<file path="src/rtl/core/assert_macros.svh">
// Assertion macros shared by the allocator RTL.
// No dependencies; included by the modules that carry assertions.
`ifndef ASSERT_MACROS_SVH
`define ASSERT_MACROS_SVH

// Check that the consequent holds in the same cycle as the antecedent.
`define BBA_ASSERT_IMP(label, clk, rst_n, ante, cons) \
    label: assert property (@(posedge clk) disable iff (!rst_n) (ante) |-> (cons)) \
        else $error("same-cycle check failed");

// Check that the consequent holds in the cycle after the antecedent.
`define BBA_ASSERT_NXT(label, clk, rst_n, ante, cons) \
    label: assert property (@(posedge clk) disable iff (!rst_n) (ante) |=> (cons)) \
        else $error("next-cycle check failed");

`endif

</file>
<file path="src/rtl/core/bba_pkg.sv">
// Shared types and constants of the bitmap block allocator.
// No dependencies; used by the interfaces and all allocator modules.
package bba_pkg;

    // Field widths of the item channels
    localparam int MODE_W    = 1;
    localparam int LEN_W     = 7;
    localparam int ADDR_W    = 32;
    localparam int USED_W    = 11;

    // Bitmap word geometry
    localparam int WORD_BITS = 32;
    localparam int BIT_W     = 5;
    localparam logic [WORD_BITS-1:0] FULL_WORD = 32'hffffffff;

    // Default sizing
    localparam int DEF_NUM_BLOCKS  = 1024;
    localparam int DEF_BLOCK_BYTES = 4096;
    localparam int DEF_MAX_RUN     = 64;

    // Request modes
    localparam logic [MODE_W-1:0] MODE_ALLOC = 1'b0;
    localparam logic [MODE_W-1:0] MODE_FREE  = 1'b1;

    // Sequencer states
    typedef enum logic [3:0] {
        ST_CLEAR,
        ST_IDLE,
        ST_DIV,
        ST_SCAN_RD,
        ST_SCAN,
        ST_MARK_RD,
        ST_MARK_WR,
        ST_MUL,
        ST_DONE
    } bba_state_t;

    // Outcome of scanning one bitmap word
    typedef struct packed {
        logic             hit;
        logic [BIT_W-1:0] hit_bit;
        logic [LEN_W-1:0] run_out;
    } bba_scan_res_t;

    // Result item payload
    typedef struct packed {
        logic              ok;
        logic [ADDR_W-1:0] block_address;
        logic [USED_W-1:0] used_blocks;
    } bba_rsp_t;

endpackage

</file>
<file path="src/rtl/core/bba_req_if.sv">
// Request channel of the allocator: valid/ready plus request fields.
// Depends on bba_pkg for the field widths.
interface bba_req_if;
    import bba_pkg::*;

    logic              valid;
    logic              ready;
    logic [MODE_W-1:0] mode;
    logic [LEN_W-1:0]  run_length;
    logic [ADDR_W-1:0] address;

    modport source (output valid, output mode, output run_length, output address,
                    input ready);
    modport sink   (input valid, input mode, input run_length, input address,
                    output ready);
endinterface

</file>
<file path="src/rtl/core/bba_rsp_if.sv">
// Response channel of the allocator: valid/ready plus result fields.
// Depends on bba_pkg for the field widths.
interface bba_rsp_if;
    import bba_pkg::*;

    logic              valid;
    logic              ready;
    logic              ok;
    logic [ADDR_W-1:0] block_address;
    logic [USED_W-1:0] used_blocks;

    modport source (output valid, output ok, output block_address, output used_blocks,
                    input ready);
    modport sink   (input valid, input ok, input block_address, input used_blocks,
                    output ready);
endinterface

</file>
<file path="src/rtl/core/bba_bitmap_mem.sv">
// Occupancy bitmap storage: one write port, one registered read port.
// Depends on bba_pkg for the word width.
module bba_bitmap_mem #(
    parameter int DEPTH = 32,
    parameter int AW    = 5
) (
    input  logic                          clk,
    input  logic                          we,
    input  logic [AW-1:0]                 waddr,
    input  logic [bba_pkg::WORD_BITS-1:0] wdata,
    input  logic [AW-1:0]                 raddr,
    output logic [bba_pkg::WORD_BITS-1:0] rdata
);
    import bba_pkg::*;

    logic [WORD_BITS-1:0] mem_reg [DEPTH];
    logic [WORD_BITS-1:0] rdata_reg;

    // Write one word
    always_ff @(posedge clk)
    begin
        if (we)
        begin
            mem_reg[waddr] <= wdata;
        end
    end

    // Read one word, registered
    always_ff @(posedge clk)
    begin
        rdata_reg <= mem_reg[raddr];
    end

    assign rdata = rdata_reg;
endmodule

</file>
<file path="src/rtl/core/bba_word_scan.sv">
// First-fit run detector for one 32-bit bitmap word with a carried-in run.
// Depends on bba_pkg for widths and the scan result type.
module bba_word_scan (
    input  logic [bba_pkg::WORD_BITS-1:0] word,
    input  logic [bba_pkg::LEN_W-1:0]     run_in,
    input  logic [bba_pkg::LEN_W-1:0]     len,
    output bba_pkg::bba_scan_res_t        res
);
    import bba_pkg::*;

    logic [WORD_BITS-1:0] free_bits;
    logic [WORD_BITS:0]   free_inc;
    logic [WORD_BITS-1:0] prefix_free;
    logic [WORD_BITS-1:0] window;
    logic [WORD_BITS-1:0] thresh;
    logic [WORD_BITS-1:0] hits;
    logic [LEN_W:0]       need;
    logic [BIT_W-1:0]     first_hit;
    logic [BIT_W:0]       top_free;

    assign free_bits = ~word;

    // Mark bits that have every bit from 0 up to them free
    assign free_inc    = {1'b0, free_bits} + (WORD_BITS+1)'(1);
    assign prefix_free = WORD_BITS'((({1'b0, free_bits} ^ free_inc) >> 1));

    // Mark bits that end a free window of len bits inside this word
    always_comb
    begin
        window = FULL_WORD;
        for (int k = 0; k < WORD_BITS; k++)
        begin
            if (k < int'(len))
            begin
                window = window & (free_bits << k);
            end
        end
        if (int'(len) > WORD_BITS)
        begin
            window = '0;
        end
    end

    // Mark bits where the carried run plus the free prefix reaches len
    assign need = {1'b0, len} - {1'b0, run_in};
    always_comb
    begin
        for (int b = 0; b < WORD_BITS; b++)
        begin
            thresh[b] = ((LEN_W+1)'(b) + (LEN_W+1)'(1)) >= need;
        end
    end

    assign hits = window | (prefix_free & thresh);

    // Pick the lowest bit that completes a run
    always_comb
    begin
        first_hit = '0;
        for (int b = WORD_BITS - 1; b >= 0; b--)
        begin
            if (hits[b])
            begin
                first_hit = BIT_W'(b);
            end
        end
    end

    // Count free bits at the top of the word to carry into the next one
    always_comb
    begin
        top_free = (BIT_W+1)'(WORD_BITS);
        for (int b = 0; b < WORD_BITS; b++)
        begin
            if (word[b])
            begin
                top_free = (BIT_W+1)'(WORD_BITS - 1 - b);
            end
        end
    end

    always_comb
    begin
        res.hit     = |hits;
        res.hit_bit = first_hit;
        if (&free_bits)
        begin
            res.run_out = run_in + LEN_W'(WORD_BITS);
        end
        else
        begin
            res.run_out = LEN_W'(top_free);
        end
    end
endmodule

</file>
<file path="src/rtl/core/bba_frame_div.sv">
// Frame index of an address offset: a registered right shift by log2 of the block size.
// Depends on bba_pkg for the address width.
module bba_frame_div #(
    parameter int DIVISOR = 4096
) (
    input  logic                       clk,
    input  logic                       rst_n,
    input  logic                       start,
    input  logic [bba_pkg::ADDR_W-1:0] dividend,
    output logic                       done,
    output logic [bba_pkg::ADDR_W-1:0] quotient
);
    import bba_pkg::*;

    // Block size is a power of two, so the quotient is a shift
    localparam int SHIFT = $clog2(DIVISOR);

    logic              done_reg;
    logic [ADDR_W-1:0] q_reg;

    // Flag the quotient in the cycle after start
    always_ff @(posedge clk or negedge rst_n)
    begin
        if (!rst_n)
        begin
            done_reg <= 1'b0;
        end
        else
        begin
            done_reg <= start;
        end
    end

    // Capture the shifted offset
    always_ff @(posedge clk)
    begin
        if (start)
        begin
            q_reg <= dividend >> SHIFT;
        end
    end

    assign done     = done_reg;
    assign quotient = q_reg;
endmodule

</file>
<file path="src/rtl/core/bitmap_block_allocator.sv">
// Top level of the bitmap first-fit block allocator: sequencer and datapath.
// Depends on bba_pkg, bba_req_if, bba_rsp_if, bba_bitmap_mem, bba_word_scan,
// bba_frame_div and assert_macros.svh.
//
//  Channel | Dir | Handshake        | Payload
//  --------+-----+------------------+------------------------------------------
//  req     | in  | valid / ready    | mode, run_length, address
//  rsp     | out | valid / ready    | ok, block_address, used_blocks
//  cfg     | in  | cfg_we (no wait) | cfg_wdata -> base_address
//
// One item at a time; the bitmap memory and the word scanner set the pace. Allocate:
// accept, read the first word, scan words in turn (up to NUM_BLOCKS/32), read and write
// each word marked, multiply, load the result. Free: accept, shift for the frame index
// (BLOCK_BYTES a power of two), read and write each word cleared, load. Bad length or full
// heap go straight to the load; a free out of range shifts first. After reset a clearing
// pass writes NUM_BLOCKS/32 words, one per cycle, with ready low. A result that waits in
// the output register holds the next one in its load state; the next item may still enter.
`include "assert_macros.svh"

module bitmap_block_allocator #(
    parameter int NUM_BLOCKS  = bba_pkg::DEF_NUM_BLOCKS,
    parameter int BLOCK_BYTES = bba_pkg::DEF_BLOCK_BYTES,
    parameter int MAX_RUN     = bba_pkg::DEF_MAX_RUN
) (
    input  logic                       clk,
    input  logic                       rst_n,
    bba_req_if.sink                    req,
    bba_rsp_if.source                  rsp,
    input  logic                       cfg_we,
    input  logic [bba_pkg::ADDR_W-1:0] cfg_wdata
);
    import bba_pkg::*;

    localparam int WORD_COUNT   = NUM_BLOCKS / WORD_BITS;
    localparam int TOTAL_BLOCKS = WORD_COUNT * WORD_BITS;
    localparam int WORD_W       = (WORD_COUNT > 1) ? $clog2(WORD_COUNT) : 1;
    localparam int BIDX_W       = WORD_W + BIT_W;
    localparam int CNT_W        = $clog2(TOTAL_BLOCKS + 1);
    localparam int UPD_W        = CNT_W + LEN_W;
    localparam logic [CNT_W-1:0]  TOTAL_CNT = CNT_W'(TOTAL_BLOCKS);
    localparam logic [WORD_W-1:0] LAST_WORD = WORD_W'(WORD_COUNT - 1);

    bba_state_t state_reg, state_next;

    logic [WORD_W-1:0] clr_addr_reg;
    logic [CNT_W-1:0]  used_count_reg;
    logic [ADDR_W-1:0] base_reg;
    logic              out_valid_reg;
    bba_rsp_t          rsp_reg;

    logic [MODE_W-1:0] mode_reg;
    logic [LEN_W-1:0]  len_reg;
    logic [WORD_W-1:0] scan_word_reg;
    logic [LEN_W-1:0]  run_reg;
    logic [BIDX_W-1:0] start_reg;
    logic [WORD_W-1:0] mark_word_reg;
    logic              ok_reg;
    logic [ADDR_W-1:0] prod_reg;

    logic                 accept;
    logic                 len_ok;
    logic                 used_full;
    logic                 out_free;
    logic                 mem_we;
    logic [WORD_W-1:0]    mem_waddr;
    logic [WORD_BITS-1:0] mem_wdata;
    logic [WORD_W-1:0]    mem_raddr;
    logic [WORD_BITS-1:0] mem_rdata;
    bba_scan_res_t        scan_res;
    logic                 div_start;
    logic                 div_done;
    logic [ADDR_W-1:0]    div_q;
    logic                 frame_ok;
    logic [BIDX_W-1:0]    scan_start;
    logic [BIDX_W-1:0]    end_idx;
    logic [BIT_W-1:0]     lo_bit;
    logic [BIT_W-1:0]     hi_bit;
    logic [WORD_BITS-1:0] run_mask;
    logic [WORD_BITS-1:0] marked_word;
    logic [UPD_W-1:0]     used_ext;
    logic [UPD_W-1:0]     len_ext;
    logic [CNT_W-1:0]     used_after;
    logic                 last_mark;

    // Storage and shared units
    bba_bitmap_mem #(
        .DEPTH (WORD_COUNT),
        .AW    (WORD_W)
    ) u_mem (
        .clk   (clk),
        .we    (mem_we),
        .waddr (mem_waddr),
        .wdata (mem_wdata),
        .raddr (mem_raddr),
        .rdata (mem_rdata)
    );

    bba_word_scan u_scan (
        .word   (mem_rdata),
        .run_in (run_reg),
        .len    (len_reg),
        .res    (scan_res)
    );

    bba_frame_div #(
        .DIVISOR (BLOCK_BYTES)
    ) u_div (
        .clk      (clk),
        .rst_n    (rst_n),
        .start    (div_start),
        .dividend (req.address - base_reg),
        .done     (div_done),
        .quotient (div_q)
    );

    // Request checks
    assign accept    = req.valid && req.ready;
    assign len_ok    = (req.run_length != '0) && (32'(req.run_length) <= 32'(MAX_RUN));
    assign used_full = used_count_reg >= TOTAL_CNT;
    assign out_free  = !out_valid_reg || rsp.ready;
    assign frame_ok  = ({1'b0, div_q} + (ADDR_W+1)'(len_reg)) <= (ADDR_W+1)'(TOTAL_BLOCKS);

    // Run start when the scanner finds the end of a run
    assign scan_start = BIDX_W'({scan_word_reg, scan_res.hit_bit}) + BIDX_W'(1)
                        - BIDX_W'(len_reg);

    // Build the bit mask of the run inside the current word
    assign end_idx   = start_reg + BIDX_W'(len_reg) - BIDX_W'(1);
    assign lo_bit    = (mark_word_reg == start_reg[BIDX_W-1:BIT_W]) ?
                       start_reg[BIT_W-1:0] : '0;
    assign hi_bit    = (mark_word_reg == end_idx[BIDX_W-1:BIT_W]) ?
                       end_idx[BIT_W-1:0] : BIT_W'(WORD_BITS - 1);
    assign run_mask  = (FULL_WORD << lo_bit) & (FULL_WORD >> (BIT_W'(WORD_BITS - 1) - hi_bit));
    assign marked_word = (mode_reg == MODE_FREE) ? (mem_rdata & ~run_mask)
                                                 : (mem_rdata | run_mask);
    assign last_mark = mark_word_reg == end_idx[BIDX_W-1:BIT_W];

    // Count update: add on allocate, saturating subtract on free
    assign used_ext = UPD_W'(used_count_reg);
    assign len_ext  = UPD_W'(len_reg);
    always_comb
    begin
        if (mode_reg == MODE_FREE)
        begin
            used_after = (used_ext > len_ext) ? CNT_W'(used_ext - len_ext) : '0;
        end
        else
        begin
            used_after = CNT_W'(used_ext + len_ext);
        end
    end

    // Next state
    always_comb
    begin
        state_next = state_reg;
        unique case (state_reg)
            ST_CLEAR:
            begin
                if (clr_addr_reg == LAST_WORD)
                begin
                    state_next = ST_IDLE;
                end
            end
            ST_IDLE:
            begin
                if (accept)
                begin
                    priority if (!len_ok)
                    begin
                        state_next = ST_DONE;
                    end
                    else if (req.mode == MODE_FREE)
                    begin
                        state_next = ST_DIV;
                    end
                    else if (used_full)
                    begin
                        state_next = ST_DONE;
                    end
                    else
                    begin
                        state_next = ST_SCAN_RD;
                    end
                end
            end
            ST_DIV:
            begin
                if (div_done)
                begin
                    state_next = frame_ok ? ST_MARK_RD : ST_DONE;
                end
            end
            ST_SCAN_RD:
            begin
                state_next = ST_SCAN;
            end
            ST_SCAN:
            begin
                priority if (scan_res.hit)
                begin
                    state_next = ST_MARK_RD;
                end
                else if (scan_word_reg == LAST_WORD)
                begin
                    state_next = ST_DONE;
                end
            end
            ST_MARK_RD:
            begin
                state_next = ST_MARK_WR;
            end
            ST_MARK_WR:
            begin
                if (last_mark)
                begin
                    state_next = (mode_reg == MODE_ALLOC) ? ST_MUL : ST_DONE;
                end
                else
                begin
                    state_next = ST_MARK_RD;
                end
            end
            ST_MUL:
            begin
                state_next = ST_DONE;
            end
            ST_DONE:
            begin
                if (out_free)
                begin
                    state_next = ST_IDLE;
                end
            end
            default:
            begin
                state_next = ST_CLEAR;
            end
        endcase
    end

    // Control outputs per state
    always_comb
    begin
        req.ready = 1'b0;
        mem_we    = 1'b0;
        mem_waddr = mark_word_reg;
        mem_wdata = marked_word;
        mem_raddr = mark_word_reg;
        div_start = 1'b0;
        unique case (state_reg)
            ST_CLEAR:
            begin
                mem_we    = 1'b1;
                mem_waddr = clr_addr_reg;
                mem_wdata = '0;
            end
            ST_IDLE:
            begin
                req.ready = 1'b1;
                div_start = req.valid && len_ok && (req.mode == MODE_FREE);
            end
            ST_SCAN_RD:
            begin
                mem_raddr = '0;
            end
            ST_SCAN:
            begin
                mem_raddr = scan_word_reg + WORD_W'(1);
            end
            ST_MARK_WR:
            begin
                mem_we = 1'b1;
            end
            ST_DIV, ST_MARK_RD, ST_MUL, ST_DONE:
            begin
                mem_raddr = mark_word_reg;
            end
            default:
            begin
                mem_we = 1'b0;
            end
        endcase
    end

    // Control state: sequencer, clearing sweep, count, base, output valid
    always_ff @(posedge clk or negedge rst_n)
    begin
        if (!rst_n)
        begin
            state_reg      <= ST_CLEAR;
            clr_addr_reg   <= '0;
            used_count_reg <= '0;
            base_reg       <= '0;
            out_valid_reg  <= 1'b0;
        end
        else
        begin
            state_reg <= state_next;
            if (state_reg == ST_CLEAR)
            begin
                clr_addr_reg <= clr_addr_reg + WORD_W'(1);
            end
            if (cfg_we)
            begin
                base_reg <= cfg_wdata;
            end
            if (state_reg == ST_MARK_WR && last_mark)
            begin
                used_count_reg <= used_after;
            end
            if (state_reg == ST_DONE && out_free)
            begin
                out_valid_reg <= 1'b1;
            end
            else if (rsp.ready)
            begin
                out_valid_reg <= 1'b0;
            end
        end
    end

    // Item datapath
    always_ff @(posedge clk)
    begin
        unique case (state_reg)
            ST_IDLE:
            begin
                if (accept)
                begin
                    mode_reg      <= req.mode;
                    len_reg       <= req.run_length;
                    ok_reg        <= 1'b0;
                    scan_word_reg <= '0;
                    run_reg       <= '0;
                end
            end
            ST_DIV:
            begin
                start_reg     <= BIDX_W'(div_q);
                mark_word_reg <= div_q[BIDX_W-1:BIT_W];
            end
            ST_SCAN:
            begin
                if (scan_res.hit)
                begin
                    start_reg     <= scan_start;
                    mark_word_reg <= scan_start[BIDX_W-1:BIT_W];
                end
                else
                begin
                    run_reg       <= scan_res.run_out;
                    scan_word_reg <= scan_word_reg + WORD_W'(1);
                end
            end
            ST_MARK_WR:
            begin
                mark_word_reg <= mark_word_reg + WORD_W'(1);
                if (last_mark)
                begin
                    ok_reg <= 1'b1;
                end
            end
            ST_MUL:
            begin
                prod_reg <= ADDR_W'(start_reg) * ADDR_W'(BLOCK_BYTES);
            end
            ST_DONE:
            begin
                if (out_free)
                begin
                    rsp_reg.ok            <= ok_reg;
                    rsp_reg.block_address <= (ok_reg && mode_reg == MODE_ALLOC) ?
                                             (base_reg + prod_reg) : '0;
                    rsp_reg.used_blocks   <= USED_W'(used_count_reg);
                end
            end
            ST_CLEAR, ST_SCAN_RD, ST_MARK_RD:
            begin
                run_reg <= run_reg;
            end
            default:
            begin
                run_reg <= run_reg;
            end
        endcase
    end

    // Drive the result channel
    assign rsp.valid         = out_valid_reg;
    assign rsp.ok            = rsp_reg.ok;
    assign rsp.block_address = rsp_reg.block_address;
    assign rsp.used_blocks   = rsp_reg.used_blocks;

    // Checks
    `BBA_ASSERT_IMP(a_used_bound, clk, rst_n, 1'b1, used_count_reg <= TOTAL_CNT)
    `BBA_ASSERT_IMP(a_valid_from_done, clk, rst_n, $rose(out_valid_reg), $past(state_reg) == ST_DONE)
    `BBA_ASSERT_IMP(a_fail_zero_addr, clk, rst_n, rsp.valid && !rsp.ok, rsp.block_address == '0)
    `BBA_ASSERT_NXT(a_done_delivers, clk, rst_n, state_reg == ST_DONE && out_free, out_valid_reg && state_reg == ST_IDLE)
endmodule
</file>
<file path="src/flat_wrapper.sv">
// flat-port wrapper written by rule: the top's interface ports become plain ports
module bitmap_block_allocator_flat import bba_pkg::*;
#(
    parameter int NUM_BLOCKS  = bba_pkg::DEF_NUM_BLOCKS,
    parameter int BLOCK_BYTES = bba_pkg::DEF_BLOCK_BYTES,
    parameter int MAX_RUN     = bba_pkg::DEF_MAX_RUN
)
  (clk, rst_n, cfg_we, cfg_wdata, req_valid, req_mode, req_run_length, req_address, req_ready, rsp_valid, rsp_ok, rsp_block_address, rsp_used_blocks, rsp_ready);
  bba_req_if req_i ();
  bba_rsp_if rsp_i ();
  input  logic clk;
  input  logic rst_n;
  input  logic cfg_we;
  input  logic [bba_pkg::ADDR_W-1:0] cfg_wdata;
  input wire logic [$bits(req_i.valid)-1:0] req_valid;
  input wire logic [$bits(req_i.mode)-1:0] req_mode;
  input wire logic [$bits(req_i.run_length)-1:0] req_run_length;
  input wire logic [$bits(req_i.address)-1:0] req_address;
  output wire logic [$bits(req_i.ready)-1:0] req_ready;
  output wire logic [$bits(rsp_i.valid)-1:0] rsp_valid;
  output wire logic [$bits(rsp_i.ok)-1:0] rsp_ok;
  output wire logic [$bits(rsp_i.block_address)-1:0] rsp_block_address;
  output wire logic [$bits(rsp_i.used_blocks)-1:0] rsp_used_blocks;
  input wire logic [$bits(rsp_i.ready)-1:0] rsp_ready;
  assign req_i.valid = req_valid;
  assign req_i.mode = req_mode;
  assign req_i.run_length = req_run_length;
  assign req_i.address = req_address;
  assign req_ready = req_i.ready;
  assign rsp_valid = rsp_i.valid;
  assign rsp_ok = rsp_i.ok;
  assign rsp_block_address = rsp_i.block_address;
  assign rsp_used_blocks = rsp_i.used_blocks;
  assign rsp_i.ready = rsp_ready;
  bitmap_block_allocator #(.NUM_BLOCKS(NUM_BLOCKS), .BLOCK_BYTES(BLOCK_BYTES), .MAX_RUN(MAX_RUN)) u_core (.clk(clk), .rst_n(rst_n), .req(req_i), .rsp(rsp_i), .cfg_we(cfg_we), .cfg_wdata(cfg_wdata));
endmodule
</file>
<file path="config.mk">
export PLATFORM = sky130hd
export DESIGN_NAME = bitmap_block_allocator_flat
export DESIGN_NICKNAME = d
export VERILOG_FILES = /design/src/rtl/core/bba_pkg.sv /design/src/rtl/core/bba_req_if.sv /design/src/rtl/core/bba_rsp_if.sv /design/src/rtl/core/bba_bitmap_mem.sv /design/src/rtl/core/bba_word_scan.sv /design/src/rtl/core/bba_frame_div.sv /design/src/rtl/core/bitmap_block_allocator.sv /design/src/flat_wrapper.sv
export VERILOG_INCLUDE_DIRS = /design/src /design/src/rtl/core
export SDC_FILE = /design/constraint.sdc
export NUM_CORES = 2
export LEC_CHECK = 0
export BUFFER_PORTS_ARGS = -buffer_cell sky130_fd_sc_hd__buf_2
export CORE_ASPECT_RATIO = 1.1
export CORE_MARGIN = 2
export CORE_UTILIZATION = 40
export DETAILED_ROUTE_END_ITERATION = 6
export GPL_TIMING_DRIVEN = 0
export PLACE_DENSITY_LB_ADDON = 0.05
export REMOVE_ABC_BUFFERS = 1
export SETUP_SLACK_MARGIN = 0.4
export SLEW_MARGIN = 30
export SYNTH_ARGS = -nofsm -noshare
export SYNTH_HDL_FRONTEND = slang
export SYNTH_SLANG_ARGS = --single-unit
export TNS_END_PERCENT = 100
</file>
<file path="constraint.sdc">
create_clock -name clk -period 7.2 [get_ports clk]
set_clock_uncertainty 0.15 [all_clocks]
set_input_delay 0.36 -clock clk [delete_from_list [all_inputs] [get_ports clk]]
set_output_delay 0.36 -clock clk [all_outputs]
set_load 0.005 [all_outputs]
</file>
==> impl.org <==
** Floorplanning
- In this run the vertical extent of the chip is between 400 and 500 um.
- Horizontal extent of the die :: ~370 um
- The die covers 149000 um^2.
- For this configuration, the core starts out at a cell density of 40.3%.
- In this run the count of I/O pins placed on the die edge is roughly 120.
- Cell row count :: 146
- The core region is roughly 140000 um^2.

** Synth
- Combined area of all synthesized cells :: approximately 58000 um^2
- For this run, asynchronously set or reset flops after synthesis account for under 10%.
- In this run, synthesis produced a sequential element count of roughly 1200.
- Each instance of the synthesized netlist takes up on average between 10 and 15 um^2.
- Number of synthesized flops with an enable pin :: around 1100
- Unique masters post-synth :: approximately 110
- Synthesis produced roughly 4300 cells.
- Proportion of synthesized chip area in sequential cells :: between 60% and 70%
- The most used flip-flop cell after synthesis is edfxtp_1.
- For this run, the number of Yosys warnings is 0.

** Finish
- Net total in the final layout :: about 4900
- Post-route standard cell area excluding fillers :: a little over 70000 um^2
- Fraction of final layout cells with drive strength greater than 1 :: 23.2%
- Compared with the post-synthesis result, the final layout area differs by 23.9%.
- The number of antenna diodes in the final layout is 0.
- Flip-flop count of the largest register, all copies and words added :: 1024

** Timing
- Worst hold slack across all endpoints :: between 0.07 and 0.08 ns
- Setup repair after global routing missed its margin :: no
- Final slew viol count :: 0
- The routed design could run at a clock period as short as between 6 and 7 ns.
- Based on the critical path, the design can be clocked at up to 150 MHz.
- For the pin with the worst max-slew slack, the measured transition is between 1 and 1.5 ns.
- Headroom to the max-slew limit came out at 24.2%.
- Setup violations remaining at the end of the flow were counted as 0.
- Dividing the final minimum period by the clock period gives 92.6%.
- The number of failing hold endpoints at the final stage was 0.

** Flow run
- Across the run, the number of max-cap violations was 0.

** Setup path
- Worst Setup Start Kind :: flop
- Buffer and inverter count on the worst path :: 4
- Data on the critical path arrives at its endpoint at between 7 and 8 ns.
- Type of element capturing the critical path :: flop
- Peak fanout along the critical path :: 12
- On the critical path, the stage with the largest delay is an instance of or4b_1.
- Critical path required time :: ~7.6 ns
- By startpoint and endpoint, the worst setup path is classified as flop to flop.
- Critical Path Max Stage Delay :: roughly 0.70 ns
- Critical path's top delay family :: compound AO/OA/AOI/OAI gates

** Clock network
- The H-tree generated during clock tree synthesis spans 4 levels.
- The clock passes through at most 3 buffers.
- TritonCTS clock tree :: done
- Master cell of the clock root buffer :: clkbuf_16
- Clock tree synthesis found a total of 1220 sinks.
- Clock-pin transition on the worst setup and hold timing paths :: roughly 0.060 ns
- Buffers inserted during clock tree synthesis total 136.
- Clock latency at the later pin of the worst-skew pair :: approximately 0.8 ns

** Drt
- Overall routed net length :: roughly 200000 um
- WL per Instance :: roughly 30 um
- Detailed routing inserted a total of between 40000 and 50000 vias.
- Via count normalized by instance count :: a little over 6
- First-pass iteration count of the detailed router :: 7
- Once detail routing completed, the nets flagged for antenna violations numbered 0.
- Violation count after the first detailed-routing iteration :: around 4600
- In the routed design, unresolved DRC markers number 35.

** GRT
- Number of antenna violations at the first check in global routing :: 4
- Maximum number of pins on one net before global-route repair :: between 60 and 70
- Global routing used 26.7% of the available tracks.
- Number of global-route vias before repair :: 40949
- The first global-routing pass estimated approximately 290000 um of wire.
- The layer flagged by global routing as most heavily used is met2.
- Total gr overflow :: 0
- For met3 alone, demand over resource in global routing was around 5.3%.
- Met1 track utilization from global routing :: 36.2%
- In the global route stage, met2 resource usage came out at about 42%.

** Power and ir drop
- Leakage Power :: about 25 nW
- Switching share of power :: between 30% and 40%
- Pwr dens :: 436 nW/um^2
- In this run the power spent charging and discharging nets is around 12 mW.
- Fraction of power consumed by the clock network :: a little over a fifth
- Combinational power share :: between 40% and 50%
- Sequential share of power :: about a third
- The internal power of the cells totals just under 20 mW.
- VDD sags by at most between 0.2 and 0.3 mV.

** Status
- The checks that failed: design-rule violations.
- The flow ran to the end, but the final reports show violations.

** Placed design
- Once placement finished, the instance area stood at roughly 66000 um^2.
- During placement, the flow inserted port buffers numbering approximately 120.
- Gp weighted congestion :: approximately 0.95
- HPWL after detailed placement :: 136000 um

** Min path
- The worst hold path belongs to the class input port to flop.
-- cells in the mapped netlist (31+ instances only) --
| master | n | area (um^2) |
|---|---|---|
| edfxtp_1 | 1134 | 34100 |
| nand2_1 | 503 | 1890 |
| mux4_2 | 256 | 5770 |
| nor2_1 | 244 | 916 |
| nand3_1 | 222 | 1110 |
| o21ai_0 | 221 | 1110 |
| a21oi_1 | 200 | 1000 |
| clkbuf_1 | 182 | 683 |
| inv_1 | 125 | 469 |
| ha_1 | 108 | 1350 |
| buf_2 | 67 | 335 |
| xnor2_1 | 56 | 490 |
| dfrtp_1 | 54 | 1350 |
| nor3_1 | 41 | 205 |
| o22ai_1 | 35 | 219 |
| o21ai_1 | 34 | 170 |
| dfxtp_1 | 32 | 641 |
| xor2_1 | 32 | 280 |
| o211ai_1 | 31 | 233 |
-- layout make-up --
class | instances | area (um^2)
clock buffer | 180 | 3690
clock inverter | 69 | 671
timing repair buffer | 535 | 7210
tap | 1924 | 2410
multi-input combinational | 2678 | 21600
inverter | 126 | 503
sequential | 1220 | 36100
fill | 12406 | 72200
-- power groups by stage --
stage | Clock, mW | Combinational [mW] | Sequential [mW]
5_1_grt | 7.26 | 14.5 | 11.1
3_5_place_dp | 0 | 13.2 | 11.1
2_1_floorplan | 0 | 6.84 | 10.8
3_3_place_gp | 0 | 9.07 | 11.5
4_1_cts | 6.97 | 13.5 | 11.0
6_report | 6.81 | 13.6 | 11.1
-- tightest hold or removal path: stages --
cell     delay, ns
buf_2         0.09
ha_1          0.17
a211o_1       0.13
xor2_1        0.07
-- cells by family (layout without fill, tap and decap cells) --
family | count (synthesis) | in the layout | synth area share, %
muxes | 289 | 289 | 10.5
buffers and inverters | 421 | 910 | 3.03
adders and majority gates | 124 | 124 | 2.72
DFF | 1220 | 1220 | 61.9
AOI/OAI and AO/OA | 907 | 907 | 10.3
xor gates and xnor gates | 88 | 88 | 1.32
and+or+nand+nor | 1269 | 1270 | 10.2
-- metal layers --
metal	routed length (um)	vias to the layer above
met5	17	-
met4	8570	2
met3	14100	537
met2	92200	1793
met1	84100	20714
li1	-	17589
-- through the flow --
step | TNS [ns] | utilization [%] | total power, mW | cells | setup slack [ns]
after floorplan | -595.51 | - | 17.6 | 4023 | -18.61
after global placement | - | 41.5 | 20.6 | 6069 | -36.28
after detailed placement | -10.68 | 45.5 | 24.3 | 6322 | -1.31
after CTS | 0 | 49.8 | 31.4 | 6717 | 0.360
after global routing | 0 | 50.0 | 32.9 | 6732 | 0.396
final | 0 | 50.0 | 31.4 | 6732 | 0.533
-- final timing paths --
path                                           from                         to  slack [ns]  cells past startpoint
min                                 req_address[26]  u_core.u_div.quotient[15]        0.07                      4
max in group asynchronous                     rst_n        u_core.base_reg[19]        5.89                      4
max reg2reg                       u_core.len_reg[4]    u_core.mark_word_reg[3]        0.53                     26
min in group asynchronous                     rst_n         u_core.base_reg[3]        0.50                      4
min reg2reg                u_core.used_count_reg[0]  u_core.rsp.used_blocks[0]        0.36                      0
max                               u_core.len_reg[4]    u_core.mark_word_reg[3]        0.53                     26
-- cell usage in the layout, fill, tap and decap left out, types with 41 or more instances in the layout --
| cell | instances |
|---|---|
| inv_1 | 121 |
| ha_1 | 108 |
| dlygate4sd3_1 | 126 |
| buf_16 | 123 |
| buf_4 | 41 |
| nor2_4 | 64 |
| mux4_2 | 256 |
| a21oi_1 | 188 |
| buf_2 | 135 |
| nor2_1 | 175 |
| o21ai_0 | 213 |
| buf_8 | 45 |
| clkbuf_16 | 136 |
| buf_6 | 45 |
| nand2_1 | 496 |
| xnor2_1 | 53 |
| edfxtp_1 | 1134 |
| nand3_1 | 220 |
| dfrtp_1 | 53 |
-- repair_timing --
action | CTS | global route
pin swaps | 13 | 18
hold buffers | 127 | 0
gates resized for setup | 66 | 34
buffers inserted | 18 | 13
endpoints found under the setup margin | 77 | 8
endpoints found under the hold margin | 119 | 0
gates cloned | 1 | 0
(Power assumes the default switching activity.)
